[src/sv/bdq_pkg.sv]
// Package with sizes, request and status codes, and control types of the byte deque.
`default_nettype none

package bdq_pkg;

    // Ring size and the widths that follow from it.
    localparam int DEPTH = 16;
    localparam int PTR_W = $clog2(DEPTH);
    localparam int CNT_W = $clog2(DEPTH + 1);

    // Field widths of the stream channels.
    localparam int REQ_W       = 3;
    localparam int BYTE_W      = 8;
    localparam int STATUS_W    = 2;
    localparam int POS_W       = 4;
    localparam int FILL_W      = 5;
    localparam int IN_TDATA_W  = 8;
    localparam int IN_TUSER_W  = 3;
    localparam int OUT_TDATA_W = 16;

    // Request codes.
    localparam logic [REQ_W-1:0] REQ_PUSH_FRONT = 3'd0;
    localparam logic [REQ_W-1:0] REQ_PUSH_BACK  = 3'd1;
    localparam logic [REQ_W-1:0] REQ_POP_FRONT  = 3'd2;
    localparam logic [REQ_W-1:0] REQ_POP_BACK   = 3'd3;
    localparam logic [REQ_W-1:0] REQ_SEARCH     = 3'd4;

    // Status codes.
    localparam logic [STATUS_W-1:0] ST_OK        = 2'd0;
    localparam logic [STATUS_W-1:0] ST_EMPTY     = 2'd1;
    localparam logic [STATUS_W-1:0] ST_NOT_FOUND = 2'd2;
    localparam logic [STATUS_W-1:0] ST_FULL      = 2'd3;

    // Commands from the controller to the datapath.
    typedef struct packed {
        logic accept;
        logic step;
        logic finish;
    } t_dp_cmd;

    // Status from the datapath to the controller.
    typedef struct packed {
        logic search_start;
        logic done;
        logic out_valid;
    } t_dp_sts;

endpackage

`default_nettype wire

[src/sv/bdq_ram.sv]
// Generic single-port-write, single-port-read RAM with registered read data.
`default_nettype none

module bdq_ram #(
    parameter int WIDTH = 8,
    parameter int DEPTH = 16
) (
    input  wire logic                     i_clk,
    input  wire logic                     i_wr_en,
    input  wire logic [$clog2(DEPTH)-1:0] i_wr_addr,
    input  wire logic [WIDTH-1:0]         i_wr_data,
    input  wire logic                     i_rd_en,
    input  wire logic [$clog2(DEPTH)-1:0] i_rd_addr,
    output logic      [WIDTH-1:0]         o_rd_data
);

    logic [WIDTH-1:0] r_mem [DEPTH];
    logic [WIDTH-1:0] r_rd_data;

    // Write port and registered read port.
    always_ff @(posedge i_clk) begin
        if (i_wr_en) begin
            r_mem[i_wr_addr] <= i_wr_data;
        end
        if (i_rd_en) begin
            r_rd_data <= r_mem[i_rd_addr];
        end
    end

    assign o_rd_data = r_rd_data;

endmodule

`default_nettype wire

[src/sv/bdq_ctrl.sv]
// Controller state machine that sequences requests and the search walk.
`default_nettype none

module bdq_ctrl (
    input  wire logic            i_clk,
    input  wire logic            i_rst_n,
    input  wire logic            i_in_valid,
    input  wire logic            i_out_ready,
    input  wire bdq_pkg::t_dp_sts i_sts,
    output logic                 o_in_ready,
    output bdq_pkg::t_dp_cmd     o_cmd
);

    typedef enum logic [0:0] {
        S_IDLE,
        S_SEARCH
    } t_state;

    t_state r_state;
    t_state n_state;
    logic   w_ready;

    // A request is taken when idle and the result register is free or drains now.
    assign w_ready = (r_state == S_IDLE) && (!i_sts.out_valid || i_out_ready);

    always_comb begin
        n_state       = r_state;
        o_cmd.accept  = 1'b0;
        o_cmd.step    = 1'b0;
        o_cmd.finish  = 1'b0;
        case (r_state)
            S_IDLE: begin
                o_cmd.accept = i_in_valid && w_ready;
                if (o_cmd.accept && i_sts.search_start) begin
                    n_state = S_SEARCH;
                end
            end
            S_SEARCH: begin
                o_cmd.step = 1'b1;
                if (i_sts.done) begin
                    o_cmd.finish = 1'b1;
                    n_state      = S_IDLE;
                end
            end
            default: begin
                n_state = S_IDLE;
            end
        endcase
    end

    // State register.
    always_ff @(posedge i_clk) begin
        if (!i_rst_n) begin
            r_state <= S_IDLE;
        end else begin
            r_state <= n_state;
        end
    end

    assign o_in_ready = w_ready;

endmodule

`default_nettype wire

[src/sv/bdq_dp.sv]
// Datapath: ring pointers, entry memory, search compare and result register.
`default_nettype none

module bdq_dp (
    input  wire logic                            i_clk,
    input  wire logic                            i_rst_n,
    input  wire logic [bdq_pkg::REQ_W-1:0]       i_req_type,
    input  wire logic [bdq_pkg::BYTE_W-1:0]      i_item_byte,
    input  wire logic                            i_out_ready,
    input  wire bdq_pkg::t_dp_cmd                i_cmd,
    output bdq_pkg::t_dp_sts                     o_sts,
    output logic                                 o_out_valid,
    output logic      [bdq_pkg::STATUS_W-1:0]    o_status,
    output logic      [bdq_pkg::POS_W-1:0]       o_match_position,
    output logic      [bdq_pkg::FILL_W-1:0]      o_fill_count
);

    localparam int PW = bdq_pkg::PTR_W;
    localparam int CW = bdq_pkg::CNT_W;

    // Ring state.
    logic [PW-1:0] r_first;
    logic [PW-1:0] n_first;
    logic [CW-1:0] r_fill;
    logic [CW-1:0] n_fill;

    // Search walk.
    logic [bdq_pkg::BYTE_W-1:0] r_key;
    logic [PW-1:0]              r_rd_addr;
    logic [CW-1:0]              r_rd_cnt;
    logic                       r_cmp_vld;
    logic [PW-1:0]              r_cmp_pos;

    // Result register.
    logic                         r_out_valid;
    logic [bdq_pkg::STATUS_W-1:0] r_status;
    logic [bdq_pkg::STATUS_W-1:0] n_status;
    logic [PW-1:0]                r_pos;
    logic [PW-1:0]                n_pos;
    logic [CW-1:0]                r_cnt;
    logic                         w_load;

    // Memory port signals.
    logic                       w_wr_en;
    logic [PW-1:0]              w_wr_addr;
    logic                       w_rd_en;
    logic [bdq_pkg::BYTE_W-1:0] w_rd_data;

    logic          w_full;
    logic          w_empty;
    logic [PW-1:0] w_first_dec;
    logic [PW-1:0] w_first_inc;
    logic [PW:0]   w_back_sum;
    logic [PW-1:0] w_back_slot;
    logic [PW-1:0] w_rd_addr_inc;
    logic          w_hit;
    logic          w_last;

    assign w_full  = (r_fill == CW'(bdq_pkg::DEPTH));
    assign w_empty = (r_fill == '0);

    // Ring index arithmetic, wrapping at the ring size.
    assign w_first_dec   = (r_first == '0) ? PW'(bdq_pkg::DEPTH - 1) : r_first - PW'(1);
    assign w_first_inc   = (r_first == PW'(bdq_pkg::DEPTH - 1)) ? '0 : r_first + PW'(1);
    assign w_rd_addr_inc = (r_rd_addr == PW'(bdq_pkg::DEPTH - 1)) ? '0
                                                                  : r_rd_addr + PW'(1);
    assign w_back_sum    = {1'b0, r_first} + (PW + 1)'(r_fill);
    assign w_back_slot   = (w_back_sum >= (PW + 1)'(bdq_pkg::DEPTH))
                         ? PW'(w_back_sum - (PW + 1)'(bdq_pkg::DEPTH))
                         : w_back_sum[PW-1:0];

    // Compare of the entry that the memory returned this cycle.
    assign w_hit  = r_cmp_vld && (w_rd_data == r_key);
    assign w_last = r_cmp_vld && ((CW'(r_cmp_pos) + CW'(1)) == r_fill);

    // Immediate requests update the ring and build the result in the accept cycle.
    always_comb begin
        n_first   = r_first;
        n_fill    = r_fill;
        n_status  = bdq_pkg::ST_OK;
        n_pos     = '0;
        w_wr_en   = 1'b0;
        w_wr_addr = w_back_slot;
        w_load    = 1'b0;
        if (i_cmd.accept) begin
            w_load = 1'b1;
            case (i_req_type)
                bdq_pkg::REQ_PUSH_FRONT: begin
                    if (w_full) begin
                        n_status = bdq_pkg::ST_FULL;
                    end else begin
                        n_first   = w_first_dec;
                        n_fill    = r_fill + CW'(1);
                        w_wr_en   = 1'b1;
                        w_wr_addr = w_first_dec;
                    end
                end
                bdq_pkg::REQ_PUSH_BACK: begin
                    if (w_full) begin
                        n_status = bdq_pkg::ST_FULL;
                    end else begin
                        n_fill  = r_fill + CW'(1);
                        w_wr_en = 1'b1;
                    end
                end
                bdq_pkg::REQ_POP_FRONT: begin
                    if (w_empty) begin
                        n_status = bdq_pkg::ST_EMPTY;
                    end else begin
                        n_first = w_first_inc;
                        n_fill  = r_fill - CW'(1);
                    end
                end
                bdq_pkg::REQ_POP_BACK: begin
                    if (w_empty) begin
                        n_status = bdq_pkg::ST_EMPTY;
                    end else begin
                        n_fill = r_fill - CW'(1);
                    end
                end
                bdq_pkg::REQ_SEARCH: begin
                    if (w_empty) begin
                        n_status = bdq_pkg::ST_EMPTY;
                    end else begin
                        w_load = 1'b0;
                    end
                end
                default: begin
                    n_status = bdq_pkg::ST_OK;
                end
            endcase
        end else if (i_cmd.finish) begin
            w_load   = 1'b1;
            n_status = w_hit ? bdq_pkg::ST_OK : bdq_pkg::ST_NOT_FOUND;
            n_pos    = w_hit ? r_cmp_pos : '0;
        end
    end

    // One entry is read per cycle while the walk has entries left.
    assign w_rd_en = i_cmd.step && (r_rd_cnt < r_fill);

    // Ring state and result valid.
    always_ff @(posedge i_clk) begin
        if (!i_rst_n) begin
            r_first     <= '0;
            r_fill      <= '0;
            r_out_valid <= 1'b0;
            r_cmp_vld   <= 1'b0;
        end else begin
            r_first <= n_first;
            r_fill  <= n_fill;
            if (w_load) begin
                r_out_valid <= 1'b1;
            end else if (i_out_ready) begin
                r_out_valid <= 1'b0;
            end
            if (i_cmd.accept) begin
                r_cmp_vld <= 1'b0;
            end else if (i_cmd.step) begin
                r_cmp_vld <= w_rd_en;
            end
        end
    end

    // Search walk counters and result payload.
    always_ff @(posedge i_clk) begin
        if (i_cmd.accept) begin
            r_key     <= i_item_byte;
            r_rd_addr <= r_first;
            r_rd_cnt  <= '0;
        end else if (w_rd_en) begin
            r_rd_addr <= w_rd_addr_inc;
            r_rd_cnt  <= r_rd_cnt + CW'(1);
            r_cmp_pos <= r_rd_cnt[PW-1:0];
        end
        if (w_load) begin
            r_status <= n_status;
            r_pos    <= n_pos;
            r_cnt    <= n_fill;
        end
    end

    bdq_ram #(
        .WIDTH(bdq_pkg::BYTE_W),
        .DEPTH(bdq_pkg::DEPTH)
    ) u_ram (
        .i_clk    (i_clk),
        .i_wr_en  (w_wr_en),
        .i_wr_addr(w_wr_addr),
        .i_wr_data(i_item_byte),
        .i_rd_en  (w_rd_en),
        .i_rd_addr(r_rd_addr),
        .o_rd_data(w_rd_data)
    );

    assign o_sts.search_start = (i_req_type == bdq_pkg::REQ_SEARCH) && !w_empty;
    assign o_sts.done         = w_hit || w_last;
    assign o_sts.out_valid    = r_out_valid;

    assign o_out_valid      = r_out_valid;
    assign o_status         = r_status;
    assign o_match_position = bdq_pkg::POS_W'(r_pos);
    assign o_fill_count     = bdq_pkg::FILL_W'(r_cnt);

endmodule

`default_nettype wire

[src/sv/byte_deque_with_search.sv]
// Push, pop, a result in the cycle after the beat is accepted; one request every cycle
// when the result side keeps up. Search walks the memory one entry per cycle through
// its single read port, compares each entry read with the key, and loads the result on
// a hit or after the last entry; no new request is taken until it ends.
// Synchronous active-low reset empties the deque and drops any pending result; entry
// contents stay undefined until written.
// Top level of the byte deque with search.
`default_nettype none

module byte_deque_with_search (
    input  wire logic                               i_clk,
    input  wire logic                               i_rst_n,
    input  wire logic                               s_axis_tvalid,
    output logic                                    s_axis_tready,
    // item_byte [7:0]
    input  wire logic [bdq_pkg::IN_TDATA_W-1:0]     s_axis_tdata,
    // req_type [2:0]
    input  wire logic [bdq_pkg::IN_TUSER_W-1:0]     s_axis_tuser,
    output logic                                    m_axis_tvalid,
    input  wire logic                               m_axis_tready,
    // status [1:0], match_position [5:2], fill_count [10:6], zero [15:11]
    output logic      [bdq_pkg::OUT_TDATA_W-1:0]    m_axis_tdata
);

    bdq_pkg::t_dp_cmd                w_cmd;
    bdq_pkg::t_dp_sts                w_sts;
    logic [bdq_pkg::STATUS_W-1:0]    w_status;
    logic [bdq_pkg::POS_W-1:0]       w_pos;
    logic [bdq_pkg::FILL_W-1:0]      w_fill;

    bdq_ctrl u_ctrl (
        .i_clk      (i_clk),
        .i_rst_n    (i_rst_n),
        .i_in_valid (s_axis_tvalid),
        .i_out_ready(m_axis_tready),
        .i_sts      (w_sts),
        .o_in_ready (s_axis_tready),
        .o_cmd      (w_cmd)
    );

    bdq_dp u_dp (
        .i_clk           (i_clk),
        .i_rst_n         (i_rst_n),
        .i_req_type      (s_axis_tuser),
        .i_item_byte     (s_axis_tdata),
        .i_out_ready     (m_axis_tready),
        .i_cmd           (w_cmd),
        .o_sts           (w_sts),
        .o_out_valid     (m_axis_tvalid),
        .o_status        (w_status),
        .o_match_position(w_pos),
        .o_fill_count    (w_fill)
    );

    // Result beat packing, lowest field first.
    assign m_axis_tdata = {
        (bdq_pkg::OUT_TDATA_W - bdq_pkg::STATUS_W - bdq_pkg::POS_W - bdq_pkg::FILL_W)'(0),
        w_fill, w_pos, w_status
    };

endmodule

`default_nettype wire

[config.mk]
export PLATFORM = sky130hd
export DESIGN_NAME = byte_deque_with_search
export DESIGN_NICKNAME = d
export VERILOG_FILES = /design/src/sv/bdq_pkg.sv /design/src/sv/bdq_ram.sv /design/src/sv/bdq_ctrl.sv /design/src/sv/bdq_dp.sv /design/src/sv/byte_deque_with_search.sv
export SDC_FILE = /design/constraint.sdc
export NUM_CORES = 1
export LEC_CHECK = 0
export ABC_AREA = 1
export BUFFER_PORTS_ARGS = -buffer_cell sky130_fd_sc_hd__buf_2
export CAP_MARGIN = 20
export CORE_MARGIN = 2
export CORE_UTILIZATION = 50
export DETAILED_ROUTE_END_ITERATION = 8
export GPL_TIMING_DRIVEN = 0
export PLACE_DENSITY = 0.67
export REMOVE_ABC_BUFFERS = 1
export SYNTH_ARGS = -nofsm -noshare
export SYNTH_HDL_FRONTEND = slang
export SYNTH_SLANG_ARGS = --single-unit
export TNS_END_PERCENT = 30
[constraint.sdc]
create_clock -name i_clk -period 2.4 [get_ports i_clk]
set_clock_uncertainty 0.05 [all_clocks]
set_input_delay 0.24 -clock i_clk [delete_from_list [all_inputs] [get_ports i_clk]]
set_output_delay 0.24 -clock i_clk [all_outputs]
set_load 0.1 [all_outputs]
# After elaboration in Yosys (flattened, before gate mapping)

Memories as Yosys holds them, arrays and structs flattened. A register that Yosys moved wholly into a read port is not among the register bits.
Cells that the tools add are included.

Add/sub/neg operators: 9
Order comparisons: 2
Equal/unequal tests: 11
Mux-type cells: 39
Bitwise gates (word level): 5
Reductions and logical operators: 24

Operators by type and width:

| kind                  | number |
|---|---|
| $mux W4               | 11 |
| $mux W1               | 16 |
| $mux W5               | 3 |
| $add A5 B1 Y5 const B | 2 |
| $mux W2               | 5 |
| $pmux W5 S2           | 1 |
| $add A4 B1 Y4 const B | 2 |
| $eq A4 B4 Y1 const B  | 2 |
| $eq A8 B8 Y1          | 1 |
| $pmux W4 S2           | 1 |
| $sub A4 B1 Y4 const B | 2 |
| $logic_and A1 B1 Y1   | 7 |
| $eq A3 B2 Y1 const B  | 2 |
| $reduce_bool A2 Y1    | 3 |
| $reduce_or A2 Y1      | 3 |
| $reduce_or A3 Y1      | 2 |
| $add A4 B1 Y5 const B | 1 |
| $add A4 B5 Y5         | 1 |
| $eq A5 B5 Y1          | 1 |
| $eq A5 B5 Y1 const B  | 1 |
| $ge A5 B5 Y1 const B  | 1 |
| $logic_not A5 Y1      | 1 |
| $lt A5 B5 Y1          | 1 |
| $not A1 Y1            | 5 |
| 12 further kinds      | 15 |

Register bits after elaboration: 44
Bits in writable memories: 128
Input bits: 15
Output and inout bits: 18
Memories: 1

Memory list:

| memory           | depth | bits a word | read ports | clocked after Yosys merged registers in | wr ports | RTL line      | RTL |
|---|---|---|---|---|---|---|---|
| u_dp.u_ram.r_mem | 16    | 8           | 1          | 1                                       | 1        | bdq_ram.sv:17 | `logic [WIDTH-1:0] r_mem [DEPTH];` |

# Depth between registers and ports, before layout

Word-level depth: 9
Mapped depth: 13

# Cells and area by module

A second synthesis with hierarchy kept.

Cell total of the unflattened synthesis: 897
Area total of the unflattened synthesis: 8624.5 µm²

By module, submodules not included:

| module                 | times used | cells an instance | area each (µm²) |
|---|---|---|---|
| bdq_ram                | 1          | 551               | 5846.9 |
| bdq_dp                 | 1          | 327               | 2656.3 |
| bdq_ctrl               | 1          | 13                | 80.1 |
| byte_deque_with_search | 1          | 6                 | 41.3 |

# Least setup slack after synthesis

Ideal clock, no wire load.

Path kind: register -> register
From: reg u_dp.r_out_valid, in the netlist u_dp.o_out_valid
To: mem u_dp.u_ram.r_mem[3][0], enable pin
Library setup time: 0.370 ns
Arrival time: 2.199 ns
Required time: 1.980 ns
Slack: -0.219 ns
Stages on the path, launching flop included: 9
Cell sequence: dfxtp_1 -> nand2_1 -> nand3_4 -> nor2_4 -> nand2_4 -> nand2_1 -> o21ai_1 -> nand3_1 -> nor2_1

Word-level cells in the longest chain between the ends: 8

Ends and longest elaborated chain:

| item                          | RTL line       | RTL |
|---|---|---|
| start, declared               | bdq_dp.sv:35   | `logic r_out_valid;` |
| start signal, assigned        | bdq_dp.sv:147  | `r_out_valid <= 1'b0;` |
| start signal, assigned        | bdq_dp.sv:153  | `r_out_valid <= 1'b1;` |
| start signal, assigned        | bdq_dp.sv:155  | `r_out_valid <= 1'b0;` |
| $logic_not A1 Y1 (*)          | bdq_ctrl.sv:24 | `assign w_ready = (r_state == S_IDLE) && (!i_sts.out_valid \|\| i_out_ready);` |
| $logic_or A1 B1 Y1 (*)        | bdq_ctrl.sv:24 |  |
| $logic_and A1 B1 Y1 (*)       | bdq_ctrl.sv:24 |  |
| $logic_and A1 B1 Y1 (*)       | bdq_ctrl.sv:33 | `o_cmd.accept = i_in_valid && w_ready;` |
| $mux W1 (*)                   | bdq_ctrl.sv:31 | `case (r_state)` |
| $mux W1                       | bdq_dp.sv:85   | `if (i_cmd.accept) begin` |
| $mux W1                       | bdq_ram.sv:22  | `if (i_wr_en) begin` |
| $mux W1 (not written as such) | bdq_ram.sv:23  | `r_mem[i_wr_addr] <= i_wr_data;` |
| end, declared                 | bdq_ram.sv:17  |  |

Mark *: on every way between the ends. The rest lies on a longest branch, timed or not.

# Worst setup path in the final report

From: reg u_dp.r_fill[0]
To: mem u_dp.u_ram.r_mem[13][5], enable pin

Word-level cells in the longest chain between the ends: 6

Ends and longest elaborated chain:

| item                                          | RTL line                    | RTL |
|---|---|---|
| start, declared                               | bdq_dp.sv:24                | `logic [CW-1:0] r_fill;` |
| start signal, assigned                        | bdq_dp.sv:151               | `r_fill <= n_fill;` |
| $add A4 B5 Y5 or $eq A5 B5 Y1 (tied branches) | bdq_dp.sv:67, bdq_dp.sv:59  |  |
| $sub A4 B1 Y4, or another cell as far along   | bdq_dp.sv:69                | `? PW'(w_back_sum - (PW + 1)'(bdq_pkg::DEPTH))` |
| $mux W4 or $mux W1 (tied branches)            | -                           |  |
| $mux W4 or $mux W1 (tied branches)            | bdq_dp.sv:89, bdq_dp.sv:85  |  |
| $mux W4 or $mux W1 (tied branches)            | bdq_dp.sv:87, bdq_ram.sv:22 |  |
| $mux W4 or $mux W1 (tied branches)            | bdq_dp.sv:85, bdq_ram.sv:23 |  |

Several ways; a longest one is shown, not always the timed one.

==> impl_metrics.csv <==
group,metric,value,unit
finish,layout-drive-gt1-share,18.6,%
routing,vias,5386,
routing,routedWlPerCell,17.3,um
floorplan,die_h,132,um
grt,grt_pass1_vias,5171,
power_and_ir_drop,switchingPower,1.97,mW
synthesis,synth-seq-area-share,64.1,%
timing,finalCritPeriodShare,95.5,%
synthesis,yosysUniqueCellTypes,42,
floorplan,start_util,51.2,%
worst_setup_path,start_kind,"flop",
timing,setup_viol,0,
worst_setup_path,critPathRequiredTime,2.47,ns
synthesis,syn_area,0.00817,mm2
power_and_ir_drop,total_leakage_power,3.63,nW
worst_setup_path,cp-end-kind,"flop",
grt,grt_use_total,20.8,%
synthesis,synth_ff_type,"edfxtp_1",
timing,fmax,436,MHz
outcome,status,"completed",
routing,drtPass1Iterations,5,
power_and_ir_drop,peakVddDrop,0.546,mV
worst_setup_path,worstSetupPathType,"flop to flop",
worst_setup_path,timing.reg2reg.worst_path_depth,9,
place,routabilityCongestion,0.921,
timing,relSlewSlack,61.0,%
grt,grt-ovfl-total,0,
finish,fin_nets,787,
place,numPortBuffers,27,
synthesis,synth-edff-count,163,
synthesis,syn_area_per_cell,11.4,um2
power_and_ir_drop,internal_power,5.25,mW
cts,cts_max_level,4,
timing,tightest_slew,0.585,ns
finish,n_fill_cell,1229,
worst_setup_path,r2r_slack,0.11,ns
synthesis,async_flop_share,0,%
timing,finalWorstSetupSlack,0.109,ns
routing,drc,0,
synthesis,ys_warn_count,0,
synthesis,synth-seq-cells,180,
timing,maxSlewViolCount,0,
routing,drtAntennaViolNets,0,
power_and_ir_drop,powerDensity,750,mW/mm2
cts,clock_latency,0.44,ns
floorplan,die_width,132,um
grt,grt_max_degree,29,
worst_setup_path,reg2reg_to,"u_dp.u_ram.r_mem[13][5]",
worst_hold_path,hp-class,"input pin to flop",
finish,antennaDiodeCount,0,
routing,viasPerCell,5.46,
worst_setup_path,cp_max_fo,8,
worst_setup_path,crit_start,"u_dp.r_fill[0]",
timing,whs,0.0507,ns
cts,clkTransAtPathRegs,0.07,ns
finish,area_growth,17.9,%
cts,clockBufferDepth,2,
floorplan,io_pins,33,
cts,hold_buffers,0,
floorplan,rows,46,
cts,cts_tree,"yes",
worst_setup_path,cp.arrival,2.36,ns
floorplan,coreArea,0.0159,mm2
worst_setup_path,r2r_start,"u_dp.r_fill[0]",
finish,multi_input_area,0.00265,mm2
power_and_ir_drop,p_seq_share,49.1,%
grt,grt_pass1_wl,27900,um
cts,cts_sinks,180,
routing,wirelength,17100,um
power_and_ir_drop,pwr-share-comb,13.5,%
run,drv_cap,0,
floorplan,die-area,0.0174,mm2
timing,finalHoldViolCount,0,
synthesis,syn_inst,715,
cts,cts_made_buffers,17,
place,dpl_worst_slack,-0.623,ns
timing,layout_min_cycle_time,2.29,ns
worst_setup_path,crit_path_end,"u_dp.u_ram.r_mem[13][5]",
power_and_ir_drop,clkPwrFrac,37.4,%
grt,antenna_found_initial,0,
finish,register_area,0.00524,mm2
place,dp_hpwl,11000,um
cts,ctsRootBufferMaster,"clkbuf_16",
routing,drt_iter0_drc,552,
power_and_ir_drop,switching_share,27.3,%
worst min path at each step:
stage | from | end | slack (ns) | cells after the start
2_1_floorplan | i_rst_n | u_dp.o_out_valid | 0.29 | 2
3_3_place_gp | u_dp.r_cmp_vld | u_dp.r_cmp_vld | 0.44 | 2
3_5_place_dp | u_dp.r_cmp_vld | u_dp.r_cmp_vld | 0.45 | 2
4_1_cts | i_rst_n | u_dp.o_out_valid | 0.03 | 3
5_1_grt | i_rst_n | u_dp.o_out_valid | 0.05 | 3
6_report | i_rst_n | u_dp.o_out_valid | 0.05 | 3
timing repair:
action / CTS / global route
buffers inserted: 11 / 6
gates resized for setup: 47 / 17
pin swaps: 13 / 7
cloned: 1 / 0
setup endpoints to repair: 145 / 147
critical path, stage by stage, from the launching register on:
cell and delay [ns]:
dfxtp_4 0.40, ha_2 0.19, inv_1 0.05, fa_1 0.47, inv_1 0.04, nand2_1 0.09
o21ai_4 0.10, inv_2 0.12, nand3_4 0.17, nor2_4 0.30
sequential cells by signal (all words and copies together), names as in the netlist, 4 cells and up:
signal,count
u_dp.r_cmp_pos,4
u_dp.o_fill_count,5
u_dp.r_first,4
u_dp.r_rd_addr,4
u_dp.u_ram.o_rd_data,8
u_dp.u_ram.r_mem,128
u_dp.r_rd_cnt,5
u_dp.r_fill,5
u_dp.o_match_position,4
u_dp.r_key,8
metal layers:
| layer | wire length, um | global-route usage [%] |
|---|---|---|
| met1 | 7350 | 28.1 |
| met2 | 8310 | 33.7 |
| met3 | 1030 | 4.00 |
| met4 | 361 | 7.61 |
| met5 | 0 | 0 |
cells in the mapped netlist, types with 2 or more instances:
| cell | n | area (um2) |
|---|---|---|
| inv_1 | 83 | 312 |
| inv_2 | 4 | 15.0 |
| mux2i_1 | 32 | 320 |
| xor2_1 | 10 | 87.6 |
| buf_4 | 6 | 45.0 |
| edfxtp_1 | 163 | 4890 |
| nor2_1 | 43 | 161 |
| o21ai_0 | 57 | 285 |
| o211ai_1 | 33 | 248 |
| or2_2 | 3 | 18.8 |
| dfxtp_1 | 17 | 340 |
| nor3_1 | 3 | 15.0 |
| o21a_1 | 2 | 15.0 |
| o21ai_1 | 3 | 15.0 |
| buf_6 | 2 | 22.5 |
| a21oi_1 | 47 | 235 |
| o22ai_1 | 2 | 12.5 |
| nand2_1 | 88 | 330 |
| ha_1 | 14 | 175 |
| nand2_2 | 7 | 43.8 |
| nand3_1 | 44 | 220 |
| nor2_4 | 3 | 33.8 |
| buf_2 | 8 | 40.0 |
| clkbuf_1 | 14 | 52.6 |
| xnor2_1 | 6 | 52.6 |
| nand4_1 | 5 | 31.3 |
cells in the final DEF (no fill, tap or decap), types with 4 or more instances in the layout:
cell type,n
edfxtp_1,163
nand2_1,87
inv_1,77
o21ai_0,57
a21oi_1,47
nand3_1,39
o211ai_1,33
mux2i_1,32
buf_2,27
nor2_1,26
nor2_4,20
clkbuf_16,17
ha_1,12
dfxtp_1,12
xor2_1,10
buf_4,9
nand2_2,8
buf_12,8
inv_2,7
xnor2_1,6
buf_16,6
clkinv_4,5
nand3_4,5
nand4_1,5
conb_1,5
clkinvlp_4,4
dfxtp_2,4
area by class of cell:
| class | count | area share, % |
|---|---|---|
| inverter | 89 | 3.65 |
| clock buffer | 19 | 4.50 |
| timing repair inverter | 1 | 0.0780 |
| clock inverter | 13 | 1.51 |
| multi-input combinational | 418 | 27.5 |
| sequential | 180 | 54.4 |
| timing repair buffer | 50 | 5.48 |
| tap | 216 | 2.81 |
cell families after synthesis:
family,after synthesis,share of synthesized area [%]
AND/OR/NAND/NOR,202,11.3
other,1,0.0459
AO/OA/AOI/OAI,148,10.3
adder cells (fa/ha/maj),15,2.39
buffers and inverters,121,6.25
XOR/XNOR,16,1.72
flip-flops,180,64.1
multiplexers,32,3.92
power by group through the flow:
stage,Combinational [mW],Sequential [mW],Clock (mW)
after CTS,0.922,3.56,2.74
final,0.974,3.54,2.70
after floorplan,0.441,3.76,0
after detailed placement,0.851,3.64,0
after global routing,1.06,3.55,2.86
after global placement,0.735,3.69,0
per-stage QoR:
stage	instance area [um2]	total power [mW]	TNS, ns	utilization [%]	cells
6_report	9630	7.22	0	60.4	986
5_1_grt	9630	7.47	-0.0886	60.4	986
4_1_cts	9510	7.22	-2.93	59.6	979
3_5_place_dp	8560	4.49	-68.93	53.7	935
3_3_place_gp	8420	4.43	-85.65	52.8	930
2_1_floorplan	8020	4.20	-40.77	-	687
No activity file was read; power rests on OpenSTA's default activity.
